**src/hdl/petri_net_firing_step_unit_assert.svh**
```systemverilog
// Assertion macros for the RTL, included by pnfs_ctrl. The calling module must have clk and rst.
`ifndef PETRI_NET_FIRING_STEP_UNIT_ASSERT_SVH
`define PETRI_NET_FIRING_STEP_UNIT_ASSERT_SVH

// Checked outside reset only
`define PNFS_ASSERT(lbl, prop, msg) \
  lbl: assert property (@(posedge clk) disable iff (rst) (prop)) else $error(msg);

// Checked at every edge, reset included
`define PNFS_ASSERT_RST(lbl, prop, msg) \
  lbl: assert property (@(posedge clk) (prop)) else $error(msg);

`endif

```
**src/hdl/pnfs_pkg.sv**
```systemverilog
`default_nettype none
package pnfs_pkg;

  localparam int PLACES_MAX      = 8;
  localparam int TRANS_MAX       = 8;
  localparam int DEF_PLACES      = 8;
  localparam int DEF_TRANSITIONS = 8;
  localparam int COUNT_W         = 8;
  localparam int ARC_W           = 64;
  localparam int MARK_W          = 64;
  localparam int TIDX_W          = 3;
  localparam int REG_IDX_W       = 1;
  localparam logic [COUNT_W-1:0] COUNT_MAX = '1;

  typedef enum logic [1:0] {
    KIND_STEP  = 2'd0,
    KIND_SET   = 2'd1,
    KIND_CLEAR = 2'd2,
    KIND_NONE  = 2'd3
  } kind_t;

  typedef enum logic [REG_IDX_W-1:0] {
    REG_INPUT_ARCS  = 1'b0,
    REG_OUTPUT_ARCS = 1'b1
  } reg_index_t;

  // controller -> datapath
  typedef struct packed {
    logic              step;
    logic              set;
    logic              clear;
    logic              fire;
    logic [TIDX_W-1:0] t;
  } cmd_t;

  // datapath -> controller
  typedef struct packed {
    logic arm_any;
  } status_t;

endpackage
`default_nettype wire

```
**src/hdl/pnfs_datapath.sv**
```systemverilog
`default_nettype none
module pnfs_datapath #(
  parameter int PLACES      = pnfs_pkg::DEF_PLACES,
  parameter int TRANSITIONS = pnfs_pkg::DEF_TRANSITIONS
) (
  input  wire logic                                clk,
  input  wire logic                                rst,
  input  wire logic                                wr_en,
  input  wire logic [pnfs_pkg::REG_IDX_W-1:0]      wr_index,
  input  wire logic [pnfs_pkg::ARC_W-1:0]          wr_data,
  input  wire logic [pnfs_pkg::TRANS_MAX-1:0]      conditions,
  input  wire logic [2:0]                          place_index,
  input  wire logic [pnfs_pkg::COUNT_W-1:0]        mark_value,
  input  wire pnfs_pkg::cmd_t                      cmd,
  output pnfs_pkg::status_t                        status,
  output logic [pnfs_pkg::TRANS_MAX-1:0]           fired,
  output logic                                     any_armed,
  output logic [pnfs_pkg::MARK_W-1:0]              marking
);
  import pnfs_pkg::*;

  logic [ARC_W-1:0]     in_arcs;
  logic [ARC_W-1:0]     out_arcs;
  logic [COUNT_W-1:0]   counts  [PLACES];
  logic [COUNT_W-1:0]   scratch [PLACES];
  logic [TRANS_MAX-1:0] armed;
  logic [TRANS_MAX-1:0] fired_r;
  logic                 any_armed_r;

  logic [TRANS_MAX-1:0] arm_now;
  logic [5:0]           arc_base;
  logic [PLACES-1:0]    im;
  logic [PLACES-1:0]    om;
  logic                 marked;
  logic                 fire_go;
  logic [COUNT_W-1:0]   cnt_fire [PLACES];
  logic [COUNT_W-1:0]   scr_fire [PLACES];

  // arming against the live marking, with the conditions presented at start
  always_comb begin
    arm_now = '0;
    for (int t = 0; t < TRANSITIONS; t++) begin
      arm_now[t] = conditions[t];
      for (int p = 0; p < PLACES; p++) begin
        if (in_arcs[COUNT_W*t+p] && (counts[p] == '0)) arm_now[t] = 1'b0;
      end
    end
  end

  assign status.arm_any = |arm_now;

  assign arc_base = {cmd.t, 3'b000};
  assign im       = in_arcs[arc_base +: PLACES];
  assign om       = out_arcs[arc_base +: PLACES];

  always_comb begin
    marked = 1'b1;
    for (int p = 0; p < PLACES; p++) begin
      if (im[p] && (scratch[p] == '0)) marked = 1'b0;
    end
  end

  assign fire_go = armed[cmd.t] && marked;

  // one firing: saturating give, then take where non-zero
  always_comb begin
    for (int p = 0; p < PLACES; p++) begin
      cnt_fire[p] = counts[p];
      if (om[p] && (cnt_fire[p] != COUNT_MAX)) cnt_fire[p] = cnt_fire[p] + 1'b1;
      if (im[p] && (cnt_fire[p] != '0)) cnt_fire[p] = cnt_fire[p] - 1'b1;
      scr_fire[p] = scratch[p];
      if (im[p] && (scr_fire[p] != '0)) scr_fire[p] = scr_fire[p] - 1'b1;
    end
  end

  always_ff @(posedge clk) begin
    if (rst) begin
      in_arcs  <= '0;
      out_arcs <= '0;
    end else if (wr_en) begin
      unique case (reg_index_t'(wr_index))
        REG_INPUT_ARCS:  in_arcs  <= wr_data;
        REG_OUTPUT_ARCS: out_arcs <= wr_data;
        default: ;
      endcase
    end
  end

  always_ff @(posedge clk) begin
    if (rst) begin
      for (int p = 0; p < PLACES; p++) counts[p] <= '0;
      armed       <= '0;
      fired_r     <= '0;
      any_armed_r <= 1'b0;
    end else begin
      priority if (cmd.step) begin
        armed       <= arm_now;
        fired_r     <= '0;
        any_armed_r <= |arm_now;
        for (int p = 0; p < PLACES; p++) scratch[p] <= counts[p];
      end else if (cmd.set) begin
        armed       <= '0;
        fired_r     <= '0;
        any_armed_r <= 1'b0;
        for (int p = 0; p < PLACES; p++) begin
          if (place_index == 3'(p)) counts[p] <= mark_value;
        end
      end else if (cmd.clear) begin
        armed       <= '0;
        fired_r     <= '0;
        any_armed_r <= 1'b0;
        for (int p = 0; p < PLACES; p++) counts[p] <= '0;
      end else if (cmd.fire && fire_go) begin
        fired_r[cmd.t] <= 1'b1;
        for (int p = 0; p < PLACES; p++) begin
          counts[p]  <= cnt_fire[p];
          scratch[p] <= scr_fire[p];
        end
      end else if (cmd.fire) begin
        fired_r <= fired_r;
      end else begin
        // idle or an unused kind: the next result reports no firing
        armed       <= '0;
        fired_r     <= '0;
        any_armed_r <= 1'b0;
      end
    end
  end

  always_comb begin
    marking = '0;
    for (int p = 0; p < PLACES; p++) marking[COUNT_W*p +: COUNT_W] = counts[p];
  end

  assign fired     = fired_r;
  assign any_armed = any_armed_r;

endmodule
`default_nettype wire

```
**src/hdl/pnfs_ctrl.sv**
```systemverilog
`default_nettype none
module pnfs_ctrl #(
  parameter int TRANSITIONS = pnfs_pkg::DEF_TRANSITIONS
) (
  input  wire logic              clk,
  input  wire logic              rst,
  input  wire logic              start,
  input  wire pnfs_pkg::kind_t   kind,
  input  wire pnfs_pkg::status_t status,
  output logic                   busy,
  output logic                   done,
  output pnfs_pkg::cmd_t         cmd
);
  import pnfs_pkg::*;

  `include "petri_net_firing_step_unit_assert.svh"

  localparam logic [TIDX_W-1:0] LAST = TIDX_W'(TRANSITIONS - 1);

  typedef enum logic [2:0] {
    S_IDLE = 3'b001,
    S_FIRE = 3'b010,
    S_DONE = 3'b100
  } state_t;

  state_t            state, state_next;
  logic [TIDX_W-1:0] t, t_next;
  logic              accept;

  assign busy   = (state == S_FIRE);
  assign done   = (state == S_DONE);
  assign accept = start && !busy;

  always_comb begin
    state_next = state;
    t_next     = t;
    unique case (state)
      S_IDLE, S_DONE: begin
        if (accept) begin
          t_next     = '0;
          state_next = (kind == KIND_STEP && status.arm_any) ? S_FIRE : S_DONE;
        end else begin
          state_next = S_IDLE;
        end
      end
      S_FIRE: begin
        if (t == LAST) begin
          state_next = S_DONE;
        end else begin
          t_next = t + 1'b1;
        end
      end
      default: state_next = S_IDLE;
    endcase
  end

  always_ff @(posedge clk) begin
    if (rst) begin
      state <= S_IDLE;
      t     <= '0;
    end else begin
      state <= state_next;
      t     <= t_next;
    end
  end

  assign cmd.step  = accept && (kind == KIND_STEP);
  assign cmd.set   = accept && (kind == KIND_SET);
  assign cmd.clear = accept && (kind == KIND_CLEAR);
  assign cmd.fire  = (state == S_FIRE);
  assign cmd.t     = t;

  `PNFS_ASSERT_RST(a_rst_quiet, rst |=> (!done && !busy), "result or busy straight after reset")
  `PNFS_ASSERT(a_t_walk, (state == S_FIRE && t != LAST) |=> (state == S_FIRE && t == $past(t) + 1'b1), "transition walk skipped")
  `PNFS_ASSERT(a_last_done, (state == S_FIRE && t == LAST) |=> done, "no result after last transition")
  `PNFS_ASSERT(a_unarmed_done, (accept && kind == KIND_STEP && !status.arm_any) |=> done, "unarmed step did not report at once")

endmodule
`default_nettype wire

```
**src/hdl/petri_net_firing_step_unit.sv**
```systemverilog
// channel   signals                                          handshake
// ------    -----------------------------------------------  -----------------------
// input     kind conditions place_index mark_value           start && !busy
// result    fired any_armed marking                          done, one cycle, no stall
// config    wr_index wr_data                                 wr_en, taken at once
//
// A step item with an armed transition walks every transition in order on the
// shared place counters, then reaches the result state, in which the next item may
// already start. Other items, and a step with nothing armed, give their result in
// the cycle after start.
// rst is synchronous and clears the counts and both arc registers.
// The receiver cannot stall: done is high for exactly one cycle per item.
`default_nettype none
module petri_net_firing_step_unit #(
  parameter int PLACES      = pnfs_pkg::DEF_PLACES,
  parameter int TRANSITIONS = pnfs_pkg::DEF_TRANSITIONS
) (
  input  wire logic                              clk,
  input  wire logic                              rst,
  input  wire logic                              start,
  output logic                                   busy,
  input  wire pnfs_pkg::kind_t                   kind,
  input  wire logic [pnfs_pkg::TRANS_MAX-1:0]    conditions,
  input  wire logic [2:0]                        place_index,
  input  wire logic [pnfs_pkg::COUNT_W-1:0]      mark_value,
  output logic                                   done,
  output logic [pnfs_pkg::TRANS_MAX-1:0]         fired,
  output logic                                   any_armed,
  output logic [pnfs_pkg::MARK_W-1:0]            marking,
  input  wire logic                              wr_en,
  input  wire logic [pnfs_pkg::REG_IDX_W-1:0]    wr_index,
  input  wire logic [pnfs_pkg::ARC_W-1:0]        wr_data
);
  import pnfs_pkg::*;

  cmd_t    cmd;
  status_t status;

  pnfs_ctrl #(
    .TRANSITIONS(TRANSITIONS)
  ) u_ctrl (
    .clk    (clk),
    .rst    (rst),
    .start  (start),
    .kind   (kind),
    .status (status),
    .busy   (busy),
    .done   (done),
    .cmd    (cmd)
  );

  pnfs_datapath #(
    .PLACES     (PLACES),
    .TRANSITIONS(TRANSITIONS)
  ) u_datapath (
    .clk        (clk),
    .rst        (rst),
    .wr_en      (wr_en),
    .wr_index   (wr_index),
    .wr_data    (wr_data),
    .conditions (conditions),
    .place_index(place_index),
    .mark_value (mark_value),
    .cmd        (cmd),
    .status     (status),
    .fired      (fired),
    .any_armed  (any_armed),
    .marking    (marking)
  );

endmodule
`default_nettype wire

```
**config.mk**
```make
export PLATFORM = sky130hd
export DESIGN_NAME = petri_net_firing_step_unit
export DESIGN_NICKNAME = d
export VERILOG_FILES = /design/src/hdl/pnfs_pkg.sv /design/src/hdl/pnfs_datapath.sv /design/src/hdl/pnfs_ctrl.sv /design/src/hdl/petri_net_firing_step_unit.sv
export VERILOG_INCLUDE_DIRS = /design/src /design/src/hdl
export SDC_FILE = /design/constraint.sdc
export NUM_CORES = 1
export LEC_CHECK = 0
export BUFFER_PORTS_ARGS = -buffer_cell sky130_fd_sc_hd__buf_2
export CAP_MARGIN = 10
export CORE_UTILIZATION = 49
export CTS_CLUSTER_SIZE = 40
export DETAILED_ROUTE_END_ITERATION = 6
export GPL_TIMING_DRIVEN = 0
export PLACE_DENSITY = 0.68
export SYNTH_ARGS = -nofsm -noshare
export SYNTH_HDL_FRONTEND = slang
export SYNTH_SLANG_ARGS = --single-unit
export TNS_END_PERCENT = 20
```
**constraint.sdc**
```tcl
create_clock -name clk -period 4.1 [get_ports clk]
set_input_delay 0.615 -clock clk [delete_from_list [all_inputs] [get_ports clk]]
set_output_delay 0.615 -clock clk [all_outputs]
set_load 0.1 [all_outputs]
```
* After elaboration in Yosys (flattened, before gate mapping) *
Memories as Yosys holds them, arrays and structs flattened.
Cells that the tools add are included.

operators by class
  order comparisons = 2
  reductions and logical operators = 147
  div/mod/pow operators = 0
  mux-type cells = 206
  shifts and indexed selects = 2
  add/sub/neg operators = 25
  bitwise gates (word level) = 34
  multipliers = 0
  eq/ne operators = 27

operators by type and width
  cell                                                                          number
  8-bit 2-to-1 mux                                                              62
  1-bit 2-to-1 mux                                                              135
  8-bit zero test                                                               16
  8-bit nonzero test                                                            16
  64-bit by 7-bit indexed part select with 8-bit output                         2
  8-bit by 1-bit subtractor with 8-bit output, second input constant            16
  1-bit logical AND                                                             104
  8-bit by 1-bit adder with 8-bit output, second input constant                 8
  8-bit != test, second input constant                                          8
  1-bit bitwise OR                                                              32
  3-bit == test, second input constant                                          6
  3-bit 2-to-1 mux                                                              5
  3-bit case mux with 2 select lines                                            2
  3-bit by 2-bit == test with 1-bit output, second input constant               3
  4-bit != test, second input constant                                          2
  8-bit bitwise OR                                                              1
  8-bit OR reduction                                                            1
  3-bit by 1-bit == test with 1-bit output, second input constant               2
  2-bit AND reduction                                                           3
  3-bit by 4-bit less-than comparator with 1-bit output, second input constant  1
  2-bit by 1-bit != test with 1-bit output, second input constant               2
  2-bit != test, second input constant                                          2
  4-bit OR reduction                                                            1
  3-bit by 1-bit adder with 3-bit output, second input constant                 1
  other kinds (12)                                                              12

storage, ports and cells
  bits in writable memories = 128
  memories = 2
  input port bits = 90
  flip-flop bits (word level) = 151
  memory bits (read-only) = 0
  latch bits = 0
  word-level logic and storage cells = 452

memories
  memory              depth  width  read ports  clocked after memory_dff  write ports  line                 RTL
  u_datapath.counts   8      8      8           0                         8            pnfs_datapath.sv:24  logic [COUNT_W-1:0] counts [PLACES];
  u_datapath.scratch  8      8      8           0                         8            pnfs_datapath.sv:25  logic [COUNT_W-1:0] scratch [PLACES];

* Longest topological paths before layout *
An unclocked memory read counts as a cell.

  word-level depth = 20
  depth in mapped cells = 17
  gate-level depth less buffers = 14

* Cells and area by module *
From an unflattened synthesis, not the netlist that was laid out.

second synthesis, totals
  cell total of the unflattened synthesis = 2016
  area total of the unflattened synthesis = 17325.4 sq um

modules (own cells, without submodules)
  module         cells an instance  times used  area an instance (sq um)
  pnfs_datapath  1975               1           16928.7
  pnfs_ctrl      41                 1           396.6

* Least setup slack after synthesis *
Ideal clock, no wire load.

  path kind = flip-flop to flip-flop
  start point = memory u_datapath.counts[0][1]
  end point = memory u_datapath.counts[0][3] (data pin)
  required time = 3.844 ns
  library setup time = 0.256 ns
  period minus slack after synthesis = 3.958 ns
  setup slack = 0.142 ns
  path buffers = 0
  arrival = 3.702 ns
  cell stages (with the launch flop) = 14
  cell sequence = edfxtp_1 ha_1 nand2_1 or2_2 nor2_1 nor2_1 xnor2_1 ha_1 nand4_1 mux2i_1 a311o_1 mux2i_1 o211a_1 nand2_1

RTL lines
  what         line
  from (decl)  pnfs_datapath.sv:24

==> out/metrics.cfg <==
[power_and_ir_drop]
ir_worst_vdd_mv = 0.3046
cellPowerDensity_mw_per_mm2 = 349.6
power_mw = 6.923
p_leak_nw = 7.193

[floorplanning]
die_w_um = 189.1
ios = 165
initial_utilization_pct = 49.78
fp.dieH_um = 189.1
core-area_sq_mm = 0.03446
die_area_sq_mm = 0.03576
rows = 68

[critical_path]
crit_chain = buf_4, buf_6, nor2_1, a211o_1, a2bb2oi_2, o221ai_1, or3_1, buf_2, buf_2, buf_6, o31ai_2
r2r_end = u_datapath.scratch[0][18]
required_ns = 4.30
cp.arrival_ns = 4.33
r2r_slack_ns = -0.03
cp_top_family = compound AO/OA/AOI/OAI gates
setup.worst_path.end_class = register
path_buf_inv = 5
slowest_delay_ns = 0.59
rr_worst_depth = 11
crit_cells = 11
cp-startpoint = u_ctrl.t[1]
rr_startpoint = u_ctrl.t[1]
cp-start-kind = register
path_max_fanout = 10
path_class = register to register
slowest_stage = o31ai_2
crit_end = u_datapath.scratch[0][18]

[global_routing]
grt_max_degree = 16
grt_pass1_vias = 15380
antenna_found_initial = 0
grt_usage_pct = 32.18
grt_pass1_wl_mm = 89.15
grt_overflow_total = 0

[logic_synthesis]
yosys.area_share.simple_pct = 23.35
synth_cell_types = 101
async_reset_ff_share_pct = 0
synth.avg_cell_area_sq_um = 8.530
synth_top_area_cell = edfxtp_1
netlist_area_sq_mm = 0.01715
yosys.area_share.xor_xnor_pct = 5.718
synth_commonest_cells = nand2_1, a21oi_1, dfxtp_1
synth_compound_area_share_pct = 17.64
syn_nets = 2149
synth_cells = 2011
synth_edf_count = 120
synth_seq_area_share_pct = 39.56
ys_warn_count = 0
yosys-top-cells-area = edfxtp_1, dfxtp_1, nand2_1
synth_top_family_by_area = simple AND/OR/NAND/NOR gates
yosysTopAreaCellShare_pct = 21.01
synth_fa_ha_area_share_pct = 3.501
muxShareOfSynthArea_pct = 5.609
ys_ff_latch = 279
synthFlopType = dfxtp_1
yosysMostFrequentCell = nand2_1

[placed_design]
dp.cells = 2635
numPortBuffers = 163
place.gp.congestion = 0.9858
dpl_cell_area_sq_mm = 0.01860
dp_hpwl_mm = 44.85

[cts]
clkSlewWorstSetupHoldPaths_ns = 0.06
htree_levels = 1
clockRootBuffer = clkbuf_16
clockBufferDepth = 3
cts_buffers = 31
cts_sinks = 279
hold_buffers = 0
clock_latency_ns = 0.58
cts_tree = done

[sta]
period_needed_ns = 4.130
rsz0062_at_grt = yes
fin_ws_ns = -0.02979
worst_pin_slew_ns = 1.343
setup_viol = 8
period_share_pct = 100.7
fin_skew_ns = 0.01871
slew_headroom_pct = 10.48
finalMaxSlewViolations = 0
hold_viol_final = 0
max_freq_ghz = 0.2421

[layout]
area_delta_synth_final_pct = 15.43
post-route-cell-area_sq_mm = 0.01980
fin_cells = 2694
layout-drive-gt1-share_pct = 15.68
n_antenna_cell = 0
nets = 2354

[run]
maxCapViolations = 0

[routing]
ant_nets = 0
wirelength_mm = 58.58
vias = 16420
via_per_inst = 6.094
wl_per_cell_um = 21.74
dr.pass1.iters = 6
drc = 0
first_iter_violations = 1828

[worst_hold_path]
hp-class = input pin to register

[outcome]
status = complete, but fails checks
violations = negative setup slack

==> what timing repair did <==
action / 4_1_cts / 5_1_grt
pin swaps: 0 / 1
resized for setup: 15 / 28
setup endpoints to repair: 67 / 129
buffers inserted: 0 / 1
==> stage by stage <==
stage               setup WS (ns)  utilization [%]  TNS (ns)  hold slack, ns
finish                   -0.02979            57.46   -0.2235          0.2844
global route              -0.1672            57.46    -3.095          0.2844
CTS                      -0.09313            57.04    -2.819          0.2688
detailed placement        -0.5782            53.99    -28.28          0.4449
global placement          -0.5796            53.80    -25.58          0.4386
floorplan                  0.1418                -         0          0.4312
==> kinds of logic (layout without fill, tap and decap cells) <==
logic type,count (synthesis),count (layout)
and+or+nand+nor,831,831
buffers and inverters,183,411
AOI/OAI and AO/OA,481,481
muxes,77,77
adders and majority gates,48,48
xor gates and xnor gates,112,112
DFF,279,279
==> power breakdown <==
part / switching (mW) / total, mW / internal (mW)
registers: 0.130 / 3.14 / 3.01
clock network: 1.16 / 2.71 / 1.55
logic: 0.760 / 1.07 / 0.307
==> flip-flops by register name, indices dropped and copies added, names as in the netlist <==
name / count
u_datapath.counts: 64
u_datapath.in_arcs: 64
u_datapath.out_arcs: 64
u_datapath.scratch: 64
u_datapath.armed: 8
u_datapath.fired: 8
u_ctrl.state: 3
u_ctrl.t: 3
u_datapath.any_armed: 1
==> tightest hold or removal path, cell delays in order <==
cell	delay, ns
buf_2	0.11
nand2_1	0.05
a21oi_1	0.05
==> layout make-up <==
| type | count | area [sq um] |
|---|---|---|
| fill | 3176 | 14660 |
| multi-input combinational | 1549 | 9792 |
| sequential | 279 | 6787 |
| clock buffer | 46 | 924.6 |
| timing repair buffer | 172 | 873.3 |
| buffer | 123 | 571.8 |
| tap | 455 | 569.3 |
| inverter | 60 | 225.2 |
| clock inverter | 10 | 57.56 |
==> layout by cell type, fill, tap and decap left out, types with 8 or more instances in the layout <==
master,instances
buf_4,11
buf_6,8
a22o_1,19
xnor2_1,76
xor2_1,33
o21ai_0,115
nor2_1,81
mux2i_1,29
ha_1,48
nor4_1,20
a32oi_1,9
nor3_1,37
a21oi_1,170
a221oi_1,10
buf_1,13
inv_1,58
nand3b_1,13
nor2b_1,10
mux4_2,12
nor4b_1,10
o21ai_1,24
and3_1,23
and2_1,15
dfxtp_1,159
edfxtp_1,120
a31oi_1,17
nand2_1,426
or4_1,12
nand3_1,63
nand2b_1,27
clkbuf_16,33
a22oi_1,14
or2_2,8
or3_1,13
mux2_1,9
buf_2,184
nand4_1,21
mux2_2,17
and4_1,9
clkbuf_1,84
==> worst min path at each step <==
| stage | slack (ns) | startpoint | to | depth (start not counted) |
|---|---|---|---|---|
| after floorplan | 0.43 | u_datapath.out_arcs[14] | u_datapath.out_arcs[14] | 2 |
| after global placement | 0.44 | u_datapath.out_arcs[62] | u_datapath.out_arcs[62] | 2 |
| after detailed placement | 0.44 | u_datapath.out_arcs[62] | u_datapath.out_arcs[62] | 2 |
| after CTS | 0.27 | wr_data[54] | u_datapath.out_arcs[54] | 3 |
| after global routing | 0.28 | wr_data[15] | u_datapath.out_arcs[15] | 3 |
| final | 0.28 | wr_data[54] | u_datapath.out_arcs[54] | 3 |
==> per-layer routing <==
metal | wire length [um] | part of all wire, % | global-route usage, % | up-vias
li1 | - | - | - | 7657
met1 | 24100 | 41 | 42.02 | 7788
met2 | 26720 | 46 | 52.40 | 801
met3 | 4583 | 7.8 | 4.337 | 170
met4 | 3180 | 5.4 | 15.85 | 0
met5 | 0 | 0 | 0 | -
Note: power is estimated with default switching activity, not from simulation.
